$ cat src/hw/rtl/csvlcs_pkg.sv
// shared types and constants of the csv line cell splitter
package csvlcs_pkg;

    // configuration register indexes (word address bit 2)
    localparam logic REG_DELIM = 1'b0;
    localparam logic REG_QUOTE = 1'b1;

    // reset values of the configuration registers
    localparam logic [7:0] DELIM_RESET = 8'd44;
    localparam logic [7:0] QUOTE_RESET = 8'd34;

    // parser mode; the fourth code behaves as normal
    typedef enum logic [1:0] {
        MODE_NORMAL     = 2'd0,
        MODE_QUOTED     = 2'd1,
        MODE_QUOTE_SEEN = 2'd2
    } mode_t;

    // controller states
    typedef enum logic [2:0] {
        S_IDLE,
        S_HELD,
        S_RD,
        S_PEND,
        S_POST,
        S_BYTE,
        S_LINE
    } state_t;

    // kind of result loaded into the output register
    typedef enum logic [2:0] {
        EMIT_NONE,
        EMIT_HELD,
        EMIT_PEND,
        EMIT_BYTE,
        EMIT_CELL,
        EMIT_LINE
    } emit_t;

    // commands from controller to datapath
    typedef struct packed {
        logic  accept;
        logic  store;
        logic  set_held;
        logic  rd;
        logic  ov;
        emit_t emit;
    } ctrl_cmd_t;

    // status from datapath to controller
    typedef struct packed {
        logic out_free;
        logic flush;
        logic ov;
        logic store;
        logic set_held;
        logic put_byte;
        logic cell_close;
        logic last;
        logic held;
        logic cnt_nz;
        logic idx_last;
    } dp_status_t;

endpackage

$ cat src/hw/rtl/csvlcs_ctrl.sv
// controller state machine sequencing the results of one item
module csvlcs_ctrl (
    input  logic                   aclk,
    input  logic                   aresetn,
    input  logic                   s_valid,
    output logic                   s_ready,
    input  csvlcs_pkg::dp_status_t st,
    output csvlcs_pkg::ctrl_cmd_t  cmd
);
    import csvlcs_pkg::*;

    state_t state_reg, state_next;
    logic   plan_ov_reg, plan_ov_next;
    logic   plan_store_reg, plan_store_next;
    logic   plan_held_reg, plan_held_next;
    logic   plan_byte_reg, plan_byte_next;
    logic   plan_last_reg, plan_last_next;

    // state and plan registers
    always_ff @(posedge aclk) begin
        if (!aresetn) begin
            state_reg      <= S_IDLE;
            plan_ov_reg    <= 1'b0;
            plan_store_reg <= 1'b0;
            plan_held_reg  <= 1'b0;
            plan_byte_reg  <= 1'b0;
            plan_last_reg  <= 1'b0;
        end else begin
            state_reg      <= state_next;
            plan_ov_reg    <= plan_ov_next;
            plan_store_reg <= plan_store_next;
            plan_held_reg  <= plan_held_next;
            plan_byte_reg  <= plan_byte_next;
            plan_last_reg  <= plan_last_next;
        end
    end

    // next state and commands
    always_comb begin
        state_next      = state_reg;
        plan_ov_next    = plan_ov_reg;
        plan_store_next = plan_store_reg;
        plan_held_next  = plan_held_reg;
        plan_byte_next  = plan_byte_reg;
        plan_last_next  = plan_last_reg;
        s_ready         = 1'b0;
        cmd             = '{accept: 1'b0, store: 1'b0, set_held: 1'b0, rd: 1'b0,
                            ov: plan_ov_reg, emit: EMIT_NONE};
        unique case (state_reg)
            S_IDLE: begin
                s_ready = st.out_free;
                if (s_valid && st.out_free) begin
                    cmd.accept      = 1'b1;
                    plan_ov_next    = st.ov;
                    plan_store_next = st.store;
                    plan_held_next  = st.set_held;
                    plan_byte_next  = st.put_byte;
                    plan_last_next  = st.last;
                    if (st.flush) begin
                        // tail must drain before this item's own action
                        state_next = st.held ? S_HELD : S_RD;
                    end else begin
                        cmd.store    = st.store;
                        cmd.set_held = st.set_held;
                        priority if (st.put_byte) begin
                            cmd.emit = EMIT_BYTE;
                        end else if (st.cell_close) begin
                            cmd.emit = EMIT_CELL;
                        end else if (st.last) begin
                            cmd.emit = EMIT_LINE;
                        end else begin
                            cmd.emit = EMIT_NONE;
                        end
                        state_next = (st.last && (st.put_byte || st.cell_close)) ?
                                     S_LINE : S_IDLE;
                    end
                end
            end
            S_HELD: begin
                if (st.out_free) begin
                    cmd.emit   = EMIT_HELD;
                    state_next = st.cnt_nz ? S_RD : S_POST;
                end
            end
            S_RD: begin
                cmd.rd     = 1'b1;
                state_next = S_PEND;
            end
            S_PEND: begin
                if (st.out_free) begin
                    cmd.emit   = EMIT_PEND;
                    state_next = st.idx_last ? S_POST : S_RD;
                end
            end
            S_POST: begin
                cmd.store    = plan_store_reg;
                cmd.set_held = plan_held_reg;
                state_next   = plan_byte_reg ? S_BYTE : (plan_last_reg ? S_LINE : S_IDLE);
            end
            S_BYTE: begin
                if (st.out_free) begin
                    cmd.emit   = EMIT_BYTE;
                    state_next = plan_last_reg ? S_LINE : S_IDLE;
                end
            end
            S_LINE: begin
                if (st.out_free) begin
                    cmd.emit   = EMIT_LINE;
                    state_next = S_IDLE;
                end
            end
            default: begin
                state_next = S_IDLE;
            end
        endcase
    end

endmodule

$ cat src/hw/rtl/csvlcs_dp.sv
// datapath: configuration, cell state, whitespace buffer and output register
module csvlcs_dp #(
    parameter int PEND_DEPTH = 32
) (
    input  logic                   aclk,
    input  logic                   aresetn,
    input  logic                   psel,
    input  logic                   penable,
    input  logic                   pwrite,
    input  logic [2:0]             paddr,
    input  logic [31:0]            pwdata,
    output logic [31:0]            prdata,
    output logic                   pready,
    input  logic [7:0]             s_in_byte,
    input  logic                   s_line_last,
    output logic                   m_valid,
    input  logic                   m_ready,
    output logic [7:0]             m_out_byte,
    output logic                   m_has_byte,
    output logic                   m_cell_end,
    output logic                   m_line_end,
    output logic                   m_overflow,
    input  csvlcs_pkg::ctrl_cmd_t  cmd,
    output csvlcs_pkg::dp_status_t st
);
    import csvlcs_pkg::*;

    localparam int CW = $clog2(PEND_DEPTH + 1);
    localparam int AW = (PEND_DEPTH > 1) ? $clog2(PEND_DEPTH) : 1;

    function automatic logic is_space(input logic [7:0] c);
        is_space = (c >= 8'h09 && c <= 8'h0D) || c == 8'h20 || c == 8'h85 || c == 8'hA0;
    endfunction

    logic [7:0]    delim_reg, quote_reg;
    mode_t         mode_reg, mode_next;
    logic          started_reg, started_next;
    logic          strip_reg, strip_next;
    logic          held_reg, held_next;
    logic          nonempty_reg, nonempty_next;
    logic [CW-1:0] count_reg, count_next;
    logic [CW-1:0] idx_reg, idx_next;
    logic [CW-1:0] idx_inc;
    logic [7:0]    c_reg;
    logic [7:0]    rdata_reg;
    logic [7:0]    pend_mem [PEND_DEPTH];

    logic          m_valid_reg;
    logic [7:0]    out_byte_reg;
    logic          has_byte_reg, cell_end_reg, line_end_reg, overflow_reg;

    logic          is_q, is_d, sp;
    logic          n_normal, delim, add, first, later;
    mode_t         ev_mode;
    logic          ev_started, ev_strip, ev_nonempty;
    logic          out_free;

    // configuration port
    assign pready = 1'b1;
    assign prdata = {24'd0, (paddr[2] == REG_QUOTE) ? quote_reg : delim_reg};

    always_ff @(posedge aclk) begin
        if (!aresetn) begin
            delim_reg <= DELIM_RESET;
            quote_reg <= QUOTE_RESET;
        end else if (psel && penable && pwrite) begin
            if (paddr[2] == REG_QUOTE) begin
                quote_reg <= pwdata[7:0];
            end else begin
                delim_reg <= pwdata[7:0];
            end
        end
    end

    assign idx_inc  = idx_reg + CW'(1);
    assign out_free = !m_valid_reg || m_ready;

    // decode of the offered item against the current cell state
    always_comb begin
        is_q     = s_in_byte == quote_reg;
        is_d     = s_in_byte == delim_reg;
        sp       = is_space(s_in_byte);
        n_normal = 1'b0;
        add      = 1'b0;
        ev_mode  = MODE_NORMAL;
        unique case (mode_reg)
            MODE_QUOTE_SEEN: begin
                n_normal = !is_q;
                ev_mode  = is_q ? MODE_QUOTED : MODE_NORMAL;
            end
            MODE_QUOTED: begin
                add     = 1'b1;
                ev_mode = is_q ? MODE_QUOTE_SEEN : MODE_QUOTED;
            end
            default: begin
                n_normal = 1'b1;
            end
        endcase
        delim = n_normal && is_d;
        if (n_normal && !is_d) begin
            add = 1'b1;
            if (is_q) begin
                ev_mode = MODE_QUOTED;
            end
        end
        first = add && !sp && !started_reg;
        later = add && !sp && started_reg;

        ev_started  = delim ? 1'b0 : (first ? 1'b1 : started_reg);
        ev_strip    = delim ? 1'b0 : ((first && is_q) ? 1'b1 : strip_reg);
        ev_nonempty = add ? 1'b1 : (delim ? 1'b0 : nonempty_reg);

        st.store      = add && sp && started_reg;
        st.ov         = st.store && (count_reg == CW'(PEND_DEPTH));
        st.flush      = st.ov || (later && (held_reg || count_reg != '0));
        st.put_byte   = (first && !is_q) || (later && !(strip_reg && is_q));
        st.set_held   = later && strip_reg && is_q;
        st.cell_close = delim;
        st.last       = s_line_last;
        st.out_free   = out_free;
        st.held       = held_reg;
        st.cnt_nz     = count_reg != '0;
        st.idx_last   = idx_inc == count_reg;
    end

    // cell state next values
    always_comb begin
        mode_next     = mode_reg;
        started_next  = started_reg;
        strip_next    = strip_reg;
        held_next     = held_reg;
        nonempty_next = nonempty_reg;
        count_next    = count_reg;
        idx_next      = idx_reg;
        if (cmd.accept) begin
            mode_next     = ev_mode;
            started_next  = ev_started;
            strip_next    = ev_strip;
            nonempty_next = ev_nonempty;
            if (delim) begin
                held_next  = 1'b0;
                count_next = '0;
            end
        end
        if (cmd.emit == EMIT_HELD) begin
            held_next = 1'b0;
        end
        if (cmd.emit == EMIT_PEND) begin
            if (st.idx_last) begin
                idx_next   = '0;
                count_next = '0;
            end else begin
                idx_next = idx_inc;
            end
        end
        if (cmd.store) begin
            count_next = count_reg + CW'(1);
        end
        if (cmd.set_held) begin
            held_next = 1'b1;
        end
        if (cmd.emit == EMIT_LINE) begin
            mode_next     = MODE_NORMAL;
            started_next  = 1'b0;
            strip_next    = 1'b0;
            held_next     = 1'b0;
            nonempty_next = 1'b0;
            count_next    = '0;
        end
    end

    always_ff @(posedge aclk) begin
        if (!aresetn) begin
            mode_reg     <= MODE_NORMAL;
            started_reg  <= 1'b0;
            strip_reg    <= 1'b0;
            held_reg     <= 1'b0;
            nonempty_reg <= 1'b0;
            count_reg    <= '0;
            idx_reg      <= '0;
        end else begin
            mode_reg     <= mode_next;
            started_reg  <= started_next;
            strip_reg    <= strip_next;
            held_reg     <= held_next;
            nonempty_reg <= nonempty_next;
            count_reg    <= count_next;
            idx_reg      <= idx_next;
        end
    end

    // item byte capture
    always_ff @(posedge aclk) begin
        if (cmd.accept) begin
            c_reg <= s_in_byte;
        end
    end

    // trailing whitespace buffer
    always_ff @(posedge aclk) begin
        if (cmd.store) begin
            pend_mem[count_reg[AW-1:0]] <= cmd.accept ? s_in_byte : c_reg;
        end
        if (cmd.rd) begin
            rdata_reg <= pend_mem[idx_reg[AW-1:0]];
        end
    end

    // output register
    always_ff @(posedge aclk) begin
        if (!aresetn) begin
            m_valid_reg <= 1'b0;
        end else if (cmd.emit != EMIT_NONE) begin
            m_valid_reg <= 1'b1;
        end else if (m_ready) begin
            m_valid_reg <= 1'b0;
        end
    end

    always_ff @(posedge aclk) begin
        unique case (cmd.emit)
            EMIT_HELD: begin
                out_byte_reg <= quote_reg;
                has_byte_reg <= 1'b1;
                cell_end_reg <= 1'b0;
                line_end_reg <= 1'b0;
                overflow_reg <= cmd.ov;
            end
            EMIT_PEND: begin
                out_byte_reg <= rdata_reg;
                has_byte_reg <= 1'b1;
                cell_end_reg <= 1'b0;
                line_end_reg <= 1'b0;
                overflow_reg <= cmd.ov;
            end
            EMIT_BYTE: begin
                out_byte_reg <= cmd.accept ? s_in_byte : c_reg;
                has_byte_reg <= 1'b1;
                cell_end_reg <= 1'b0;
                line_end_reg <= 1'b0;
                overflow_reg <= 1'b0;
            end
            EMIT_CELL: begin
                out_byte_reg <= 8'd0;
                has_byte_reg <= 1'b0;
                cell_end_reg <= 1'b1;
                line_end_reg <= 1'b0;
                overflow_reg <= 1'b0;
            end
            EMIT_LINE: begin
                out_byte_reg <= 8'd0;
                has_byte_reg <= 1'b0;
                cell_end_reg <= cmd.accept ? ev_nonempty : nonempty_reg;
                line_end_reg <= 1'b1;
                overflow_reg <= 1'b0;
            end
            default: begin
            end
        endcase
    end

    assign m_valid    = m_valid_reg;
    assign m_out_byte = out_byte_reg;
    assign m_has_byte = has_byte_reg;
    assign m_cell_end = cell_end_reg;
    assign m_line_end = line_end_reg;
    assign m_overflow = overflow_reg;

endmodule

$ cat src/hw/rtl/csv_line_cell_splitter_unit.sv
// top level of the csv line cell splitter
// Splits a line of Latin-1 text into cells. Input channel (s_valid/s_ready)
// takes one byte per item with s_line_last on the final byte of the line.
// Result channel (m_valid/m_ready) gives content bytes, cell-end marks and a
// closing line-end mark, through a single output register.
// Delimiter and quote bytes are set over the APB port (0x0 and 0x4).
// Sequencing: an item whose results are at most one byte or mark, or that is
// only buffered, is applied at the edge that accepts it; a line-end after a
// byte or cell-end adds a line state. Draining the trailing whitespace buffer
// adds a held-quote state, a memory read then an output load per buffered
// byte, a post state to apply the item afterwards and a byte state when the
// item then gives a byte; this buffer sets the worst-case rate.
// When nothing drains, an item's first result is loaded into the output
// register at the edge that accepts it, so it can be taken in the next cycle.
// While the receiver stalls, the output register holds its result and no
// further item or result is taken.
// Reset (aresetn low, synchronous) restores comma and double quote, clears
// the parser state and empties the output register; buffer contents are
// don't-care.
module csv_line_cell_splitter_unit #(
    parameter int PEND_DEPTH = 32
) (
    input  logic        aclk,
    input  logic        aresetn,
    input  logic        psel,
    input  logic        penable,
    input  logic        pwrite,
    input  logic [2:0]  paddr,
    input  logic [31:0] pwdata,
    output logic [31:0] prdata,
    output logic        pready,
    input  logic        s_valid,
    output logic        s_ready,
    input  logic [7:0]  s_in_byte,
    input  logic        s_line_last,
    output logic        m_valid,
    input  logic        m_ready,
    output logic [7:0]  m_out_byte,
    output logic        m_has_byte,
    output logic        m_cell_end,
    output logic        m_line_end,
    output logic        m_overflow
);
    import csvlcs_pkg::*;

    ctrl_cmd_t  cmd;
    dp_status_t st;

    // sequencing
    csvlcs_ctrl u_ctrl (
        .aclk    (aclk),
        .aresetn (aresetn),
        .s_valid (s_valid),
        .s_ready (s_ready),
        .st      (st),
        .cmd     (cmd)
    );

    // datapath
    csvlcs_dp #(
        .PEND_DEPTH (PEND_DEPTH)
    ) u_dp (
        .aclk        (aclk),
        .aresetn     (aresetn),
        .psel        (psel),
        .penable     (penable),
        .pwrite      (pwrite),
        .paddr       (paddr),
        .pwdata      (pwdata),
        .prdata      (prdata),
        .pready      (pready),
        .s_in_byte   (s_in_byte),
        .s_line_last (s_line_last),
        .m_valid     (m_valid),
        .m_ready     (m_ready),
        .m_out_byte  (m_out_byte),
        .m_has_byte  (m_has_byte),
        .m_cell_end  (m_cell_end),
        .m_line_end  (m_line_end),
        .m_overflow  (m_overflow),
        .cmd         (cmd),
        .st          (st)
    );

endmodule
$ cat config.mk
export PLATFORM = sky130hd
export DESIGN_NAME = csv_line_cell_splitter_unit
export DESIGN_NICKNAME = d
export VERILOG_FILES = /design/src/hw/rtl/csvlcs_pkg.sv /design/src/hw/rtl/csvlcs_ctrl.sv /design/src/hw/rtl/csvlcs_dp.sv /design/src/hw/rtl/csv_line_cell_splitter_unit.sv
export SDC_FILE = /design/constraint.sdc
export NUM_CORES = 1
export LEC_CHECK = 0
export ABC_AREA = 1
export BUFFER_PORTS_ARGS = -buffer_cell sky130_fd_sc_hd__buf_2
export CAP_MARGIN = 5
export CORE_ASPECT_RATIO = 0.9
export CORE_MARGIN = 2
export CORE_UTILIZATION = 26
export CTS_BUF_LIST = sky130_fd_sc_hd__clkbuf_4 sky130_fd_sc_hd__clkbuf_8
export CTS_CLUSTER_DIAMETER = 200
export DETAILED_ROUTE_END_ITERATION = 12
export HOLD_SLACK_MARGIN = 0.12
export MAX_ROUTING_LAYER = met4
export PLACE_DENSITY = 0.38
export SYNTH_ARGS = -nofsm -noshare
export SYNTH_HDL_FRONTEND = slang
export SYNTH_SLANG_ARGS = --single-unit
export TNS_END_PERCENT = 1
$ cat constraint.sdc
create_clock -name aclk -period 3.9 [get_ports aclk]
set_input_delay 0 -clock aclk [delete_from_list [all_inputs] [get_ports aclk]]
set_output_delay 0 -clock aclk [all_outputs]
set_load 0.01 [all_outputs]
======== Yosys cells after proc, flatten, opt, wreduce, memory -nomap -nowiden ========
Memories as Yosys holds them, arrays and structs flattened. A register that Yosys moved wholly into a read port is not among the register bits.
Index checks and enable logic that the tools add are counted.
word-level totals
  flip-flop bits (word level) ............. 63
  RAM bits ................................ 256
  input port bits ......................... 51
  output and inout bits ................... 47
  logic and storage cells ................. 179
  memories kept ........................... 1
memories
  name           depth  bits a word  rd ports  clocked after Yosys merged registers in  write ports  line             text
  u_dp.pend_mem  32     8            1         1                                        1            csvlcs_dp.sv:46  logic [7:0] pend_mem [PEND_DEPTH];
cells by class
  $add $sub $neg .......................... 2
  magnitude comparators ................... 2
  equal/unequal tests ..................... 25
  muxes and demuxes ....................... 65
  bitwise logic cells ..................... 2
  reductions and logical operators ........ 60
operator list
  cell                                                                              count
  3-bit two-way mux                                                                 18
  6-bit two-way mux                                                                 6
  8-bit case mux with 4 select lines                                                1
  1-bit two-way mux                                                                 22
  3-bit case mux with 7 select lines                                                1
  1-bit logical AND                                                                 20
  8-bit equality test                                                               2
  8-bit equality test, second input constant                                        2
  8-bit two-way mux                                                                 2
  3-bit equality test, second input constant                                        5
  3-bit case mux with 5 select lines                                                1
  2-bit two-way mux                                                                 7
  6-bit by 1-bit adder with 6-bit output, second input constant                     2
  3-bit by 2-bit equality test with 1-bit output, second input constant             4
  2-bit AND reduction                                                               6
  2-bit nonzero test                                                                6
  3-bit nonzero test                                                                4
  2-bit by 1-bit inequality test with 1-bit output, second input constant           5
  8-bit by 6-bit equality test with 1-bit output, second input constant             1
  8-bit by 4-bit >= comparator with 1-bit output, second input constant             1
  8-bit by 4-bit less-or-equal comparator with 1-bit output, second input constant  1
  1-bit logical OR                                                                  8
  1-bit case mux with 2 select lines                                                4
  2-bit case mux with 2 select lines                                                2
  other kinds (15)                                                                  25

======== Logic depth before layout (Yosys ltp) ========
  depth in word-level cells ............... 17
  mapped depth ............................ 18
  mapped depth without buffers ............ 17

======== By module ========
A second synthesis with hierarchy kept.
second synthesis, totals
  cells, all modules ...................... 1,387
  area, all modules ....................... 14,350.0 µm²
modules (own cells, without submodules)
  module       instances  cells each  area an instance (µm²)  sequential area each (µm²)
  csvlcs_dp    1          1,274       13,705.6                9,148.8
  csvlcs_ctrl  1          113         644.4                   160.2

======== Worst setup path before layout ========
Ideal clock, no wire load.
  path type ............................... register to register
  from .................................... register u_ctrl.state_reg[0]
  to ...................................... memory u_dp.pend_mem[0][1], data pin
  library setup time ...................... 0.471 ns
  arrival ................................. 2.477 ns
  data required time ...................... 3.429 ns
  slack ................................... 0.952 ns
  cell stages (with the launch flop) ...... 7
  buffers on the path ..................... 1
  period minus slack after synthesis ...... 2.948 ns
  path through ............................ dfxtp_1 nor2_4 nand2_1 nor2_2 nand2_1 clkbuf_1 o21ai_0
between the ends
  cells in the longest elaborated chain, start to end .. 3
RTL lines
  element                   line               text
  start: declaration        csvlcs_ctrl.sv:12  state_t state_reg, state_next;
  start signal: assignment  csvlcs_ctrl.sv:29  state_reg <= state_next;
  3-bit logical NOT         csvlcs_ctrl.sv:49  unique case (state_reg)
  1-bit two-way mux         csvlcs_ctrl.sv:49
  8-bit two-way mux         --
  end: declaration          csvlcs_dp.sv:46
Every way passes these cells.

======== Worst setup path in the final report ========
  from .................................... register u_dp.delim_reg[5]
  to ...................................... memory u_dp.pend_mem[6][0] (enable)
between the ends
  cells in the longest elaborated chain, start to end .. 13
  elaborated cells on any way between the ends .. 16
  classes of those cells .................. eq/ne: 1; mux: 6; reduce/logical: 9
RTL lines
  element                                                    line                                text
  start: declaration                                         csvlcs_dp.sv:35                     logic [7:0] delim_reg, quote_reg;
  start signal: assignment                                   csvlcs_dp.sv:70                     delim_reg <= pwdata[7:0];
  8-bit equality test *                                      csvlcs_dp.sv:81                     is_d = s_in_byte == delim_reg;
  1-bit logical NOT *                                        csvlcs_dp.sv:100                    if (n_normal && !is_d) begin
  1-bit logical AND *                                        csvlcs_dp.sv:100
  1-bit two-way mux *                                        csvlcs_dp.sv:100
  1-bit logical AND, on equally long branches (2 in series)  csvlcs_dp.sv:113, csvlcs_dp.sv:107
  1-bit logical AND, on equally long branches                csvlcs_dp.sv:114, csvlcs_dp.sv:115
  1-bit logical OR                                           csvlcs_dp.sv:115                    st.flush = st.ov || (later && (held_reg || count_reg != '0));
  2-bit two-way mux *                                        csvlcs_ctrl.sv:59                   if (st.flush) begin
  3-bit two-way mux *                                        csvlcs_ctrl.sv:52                   if (s_valid && st.out_free) begin
  2-bit case mux with 2 select lines *                       csvlcs_ctrl.sv:49
  1-bit two-way mux *                                        csvlcs_dp.sv:201                    if (cmd.store) begin
  1-bit two-way mux *                                        csvlcs_dp.sv:202                    pend_mem[count_reg[AW-1:0]] <= cmd.accept ? s_in_byte : c_reg;
Mark *: on every way between the ends. The rest lies on a longest branch, timed or not.

==> impl_metrics.tcl <==
set metrics [dict create \
    gr-total-overflow 0 \
    path_depth 17 \
    startpoint_type "register" \
    largest_register_ffs 256 \
    synth_area_leader_cell "edfxtp_1" \
    htreeDepth 2 \
    die_area_um2 56300 \
    syn_area_um2 14100 \
    synth_ff_type "edfxtp_1" \
    outcome "finished clean" \
    grt_pass1_vias 10009 \
    antenna_found_initial 0 \
    clock_sinks 327 \
    synth_cell_types 46 \
    rows 81 \
    period_needed_ns 3.31 \
    final_nets 1495 \
    crit_start "u_dp.delim_reg[5]" \
    dp_hpwl_mm 26.9 \
    place_area_um2 15400 \
    async_flop_share 0 \
    hold_viol 0 \
    cts_buffers 57 \
    tns_ns 0 \
    totalWireLength_mm 43.9 \
    cp_cell_sequence "inv_1 -> nand2_1 -> nand2_1 -> nand3_1 -> nor2_1 -> nand2_1 -> dlygate4sd3_1 -> nand3_2 -> nand2_4 -> nand4_2 -> nand2_2 -> inv_2 -> nand3_4 -> nand2_2 -> nand2_2 -> nor2_1 -> buf_4" \
    hold_buffers 50 \
    cp.required_ns 4.24 \
    synth-seq-cells 327 \
    worst-path-buf-inv 4 \
    synthTopCellsByArea "edfxtp_1, dfxtp_1, o21ai_0, nor2_1, nand2_1" \
    die_h_um 225 \
    worstReg2RegStart "u_dp.delim_reg[5]" \
    drc 0 \
    slew_headroom 0.376 \
    gp_congestion 0.786 \
    r2r_end "u_dp.pend_mem[6][0]" \
    drtPass1Iterations 5 \
    drt_iter0_drc 666 \
    cts_tree "built" \
    layout-drive-gt1-share 0.168 \
    avgSynthCellArea_um2 10.9 \
    yosysSeqAreaShare 0.659 \
    die_x_um 250 \
    final_common_cell "edfxtp_1" \
    cpPeakStageDelay_ns 0.57 \
    worst_slew_pin_slew_ns 0.932 \
    cap_violations 0 \
    critPathMaxFanout 11 \
    finalCritPeriodShare 0.848 \
    post_cts_buffers 0 \
    final_cell_mix "edfxtp_1, nor2_1, o21ai_0, nand2_1, clkbuf_8" \
    fmax_mhz 303 \
    critPathTopFamily "simple AND/OR/NAND/NOR gates" \
    ant_nets 0 \
    rsz0062_at_grt "no" \
    power.density_nw_per_um2 571 \
    via_count 10231 \
    path_class "register to register" \
    grt_max_degree 87 \
    clkTransAtPathRegs_ns 0.06 \
    core-area_um2 54000 \
    ctsResizeCount 0 \
    ys_warn_count 0 \
    ctsLongestPathBuffers 3 \
    hold_class "primary input to register" \
    ir_drop_mv 0.250 \
    fin_worst_skew_ns 0.0149 \
    finalSetupViolations 0 \
    final_cell_area_um2 17000 \
    synth-edff-count 276 \
    ff2ff_setup_slack_ns 0.59 \
    initial_core_util 0.262 \
    crit_end "u_dp.pend_mem[6][0]" \
    syn_to_final_growth_pct 20.2 \
    diodes 0 \
    cts-root-buf "clkbuf_8" \
    critPathSlowestCell "dlygate4sd3_1" \
    portBuffers 46 \
    vias_per_cell 4.67 \
    synthCells 1297 \
    synth_top_area_share 0.586 \
    leakagePower_nw 6.07 \
    end_kind "register" \
    clk-insertion-delay-late_ns 0.64 \
    slew_viol_final 0 \
    crit_arrival_ns 3.64 \
    grt_usage 0.160 \
    grt_pass1_wl_mm 65.1 \
    ff2ff_path_depth 17 \
    ioPinCount 98 \
    detail_route.wl_per_cell_um 20.0 \
]
-- kinds of logic (layout without fill, tap and decap cells) --
family,after synthesis,count (layout),share of synthesized area
and+or+nand+nor,458,458,0.137
other,2,25,0.000531
DFF,327,327,0.659
adders and majority gates,7,7,0.00620
buffers and inverters,158,322,0.0502
AOI/OAI and AO/OA,326,326,0.136
xor gates and xnor gates,19,19,0.0118
-- layout make-up --
type                       instances  area (um2)
clock buffer                      88        1060
timing repair buffer             152        1180
sequential                       327        9310
multi-input combinational        835        4240
clock inverter                    18        83.8
tap                              705         882
inverter                          64         241
fill                            5535       37000
-- through the flow --
stage | hold WS (ns) | total power, mW | utilization | setup slack [ns] | cells
floorplan | 0.126 | 5.66 | - | 0.952 | 1320
global placement | 0.241 | 6.57 | 0.284 | 0.852 | 2033
detailed placement | 0.248 | 6.58 | 0.284 | 0.828 | 2033
CTS | 0.124 | 9.86 | 0.315 | 0.556 | 2189
global route | 0.140 | 10.2 | 0.315 | 0.269 | 2189
finish | 0.176 | 9.71 | 0.315 | 0.594 | 2189
-- report_power, final --
group | switching [mW] | total (mW) | internal [mW]
combinational | 1.48 | 1.94 | 0.457
clock | 1.45 | 3.18 | 1.73
sequential | 0.0876 | 4.59 | 4.50
-- per-layer routing --
metal	GRT usage	up-vias	routed length, um
met2	0.243	256	19600
met4	0.0472	0	833
met3	0.0271	69	2010
li1	-	4888	-
met1	0.220	5018	21400
met5	-	-	0
-- synthesized netlist by cell type (all sizes together), types with 8 or more instances --
cell type    n
o21ai      194
dfxtp       51
buf         34
a32oi        8
a21oi       35
inv         62
o221ai      42
o22ai       22
xnor2       12
clkbuf      60
nor2       251
nand2      133
nand3       63
edfxtp     276
a31oi       12
-- worst min-delay path by stage --
stage                 startpoint                   to  cells past startpoint
CTS                    pwdata[7]    u_dp.delim_reg[7]                      4
global placement       pwdata[2]    u_dp.delim_reg[2]                      3
finish              s_in_byte[5]  u_dp.pend_mem[2][5]                      3
floorplan              pwdata[2]    u_dp.delim_reg[2]                      2
detailed placement     pwdata[2]    u_dp.quote_reg[2]                      3
global route           pwdata[7]    u_dp.delim_reg[7]                      4
-- worst min-delay path, cell delays in order --
cell and delay (ns):
buf_2 0.15, inv_2 0.11, o21ai_2 0.27
Note: power is estimated with default switching activity, not from simulation.
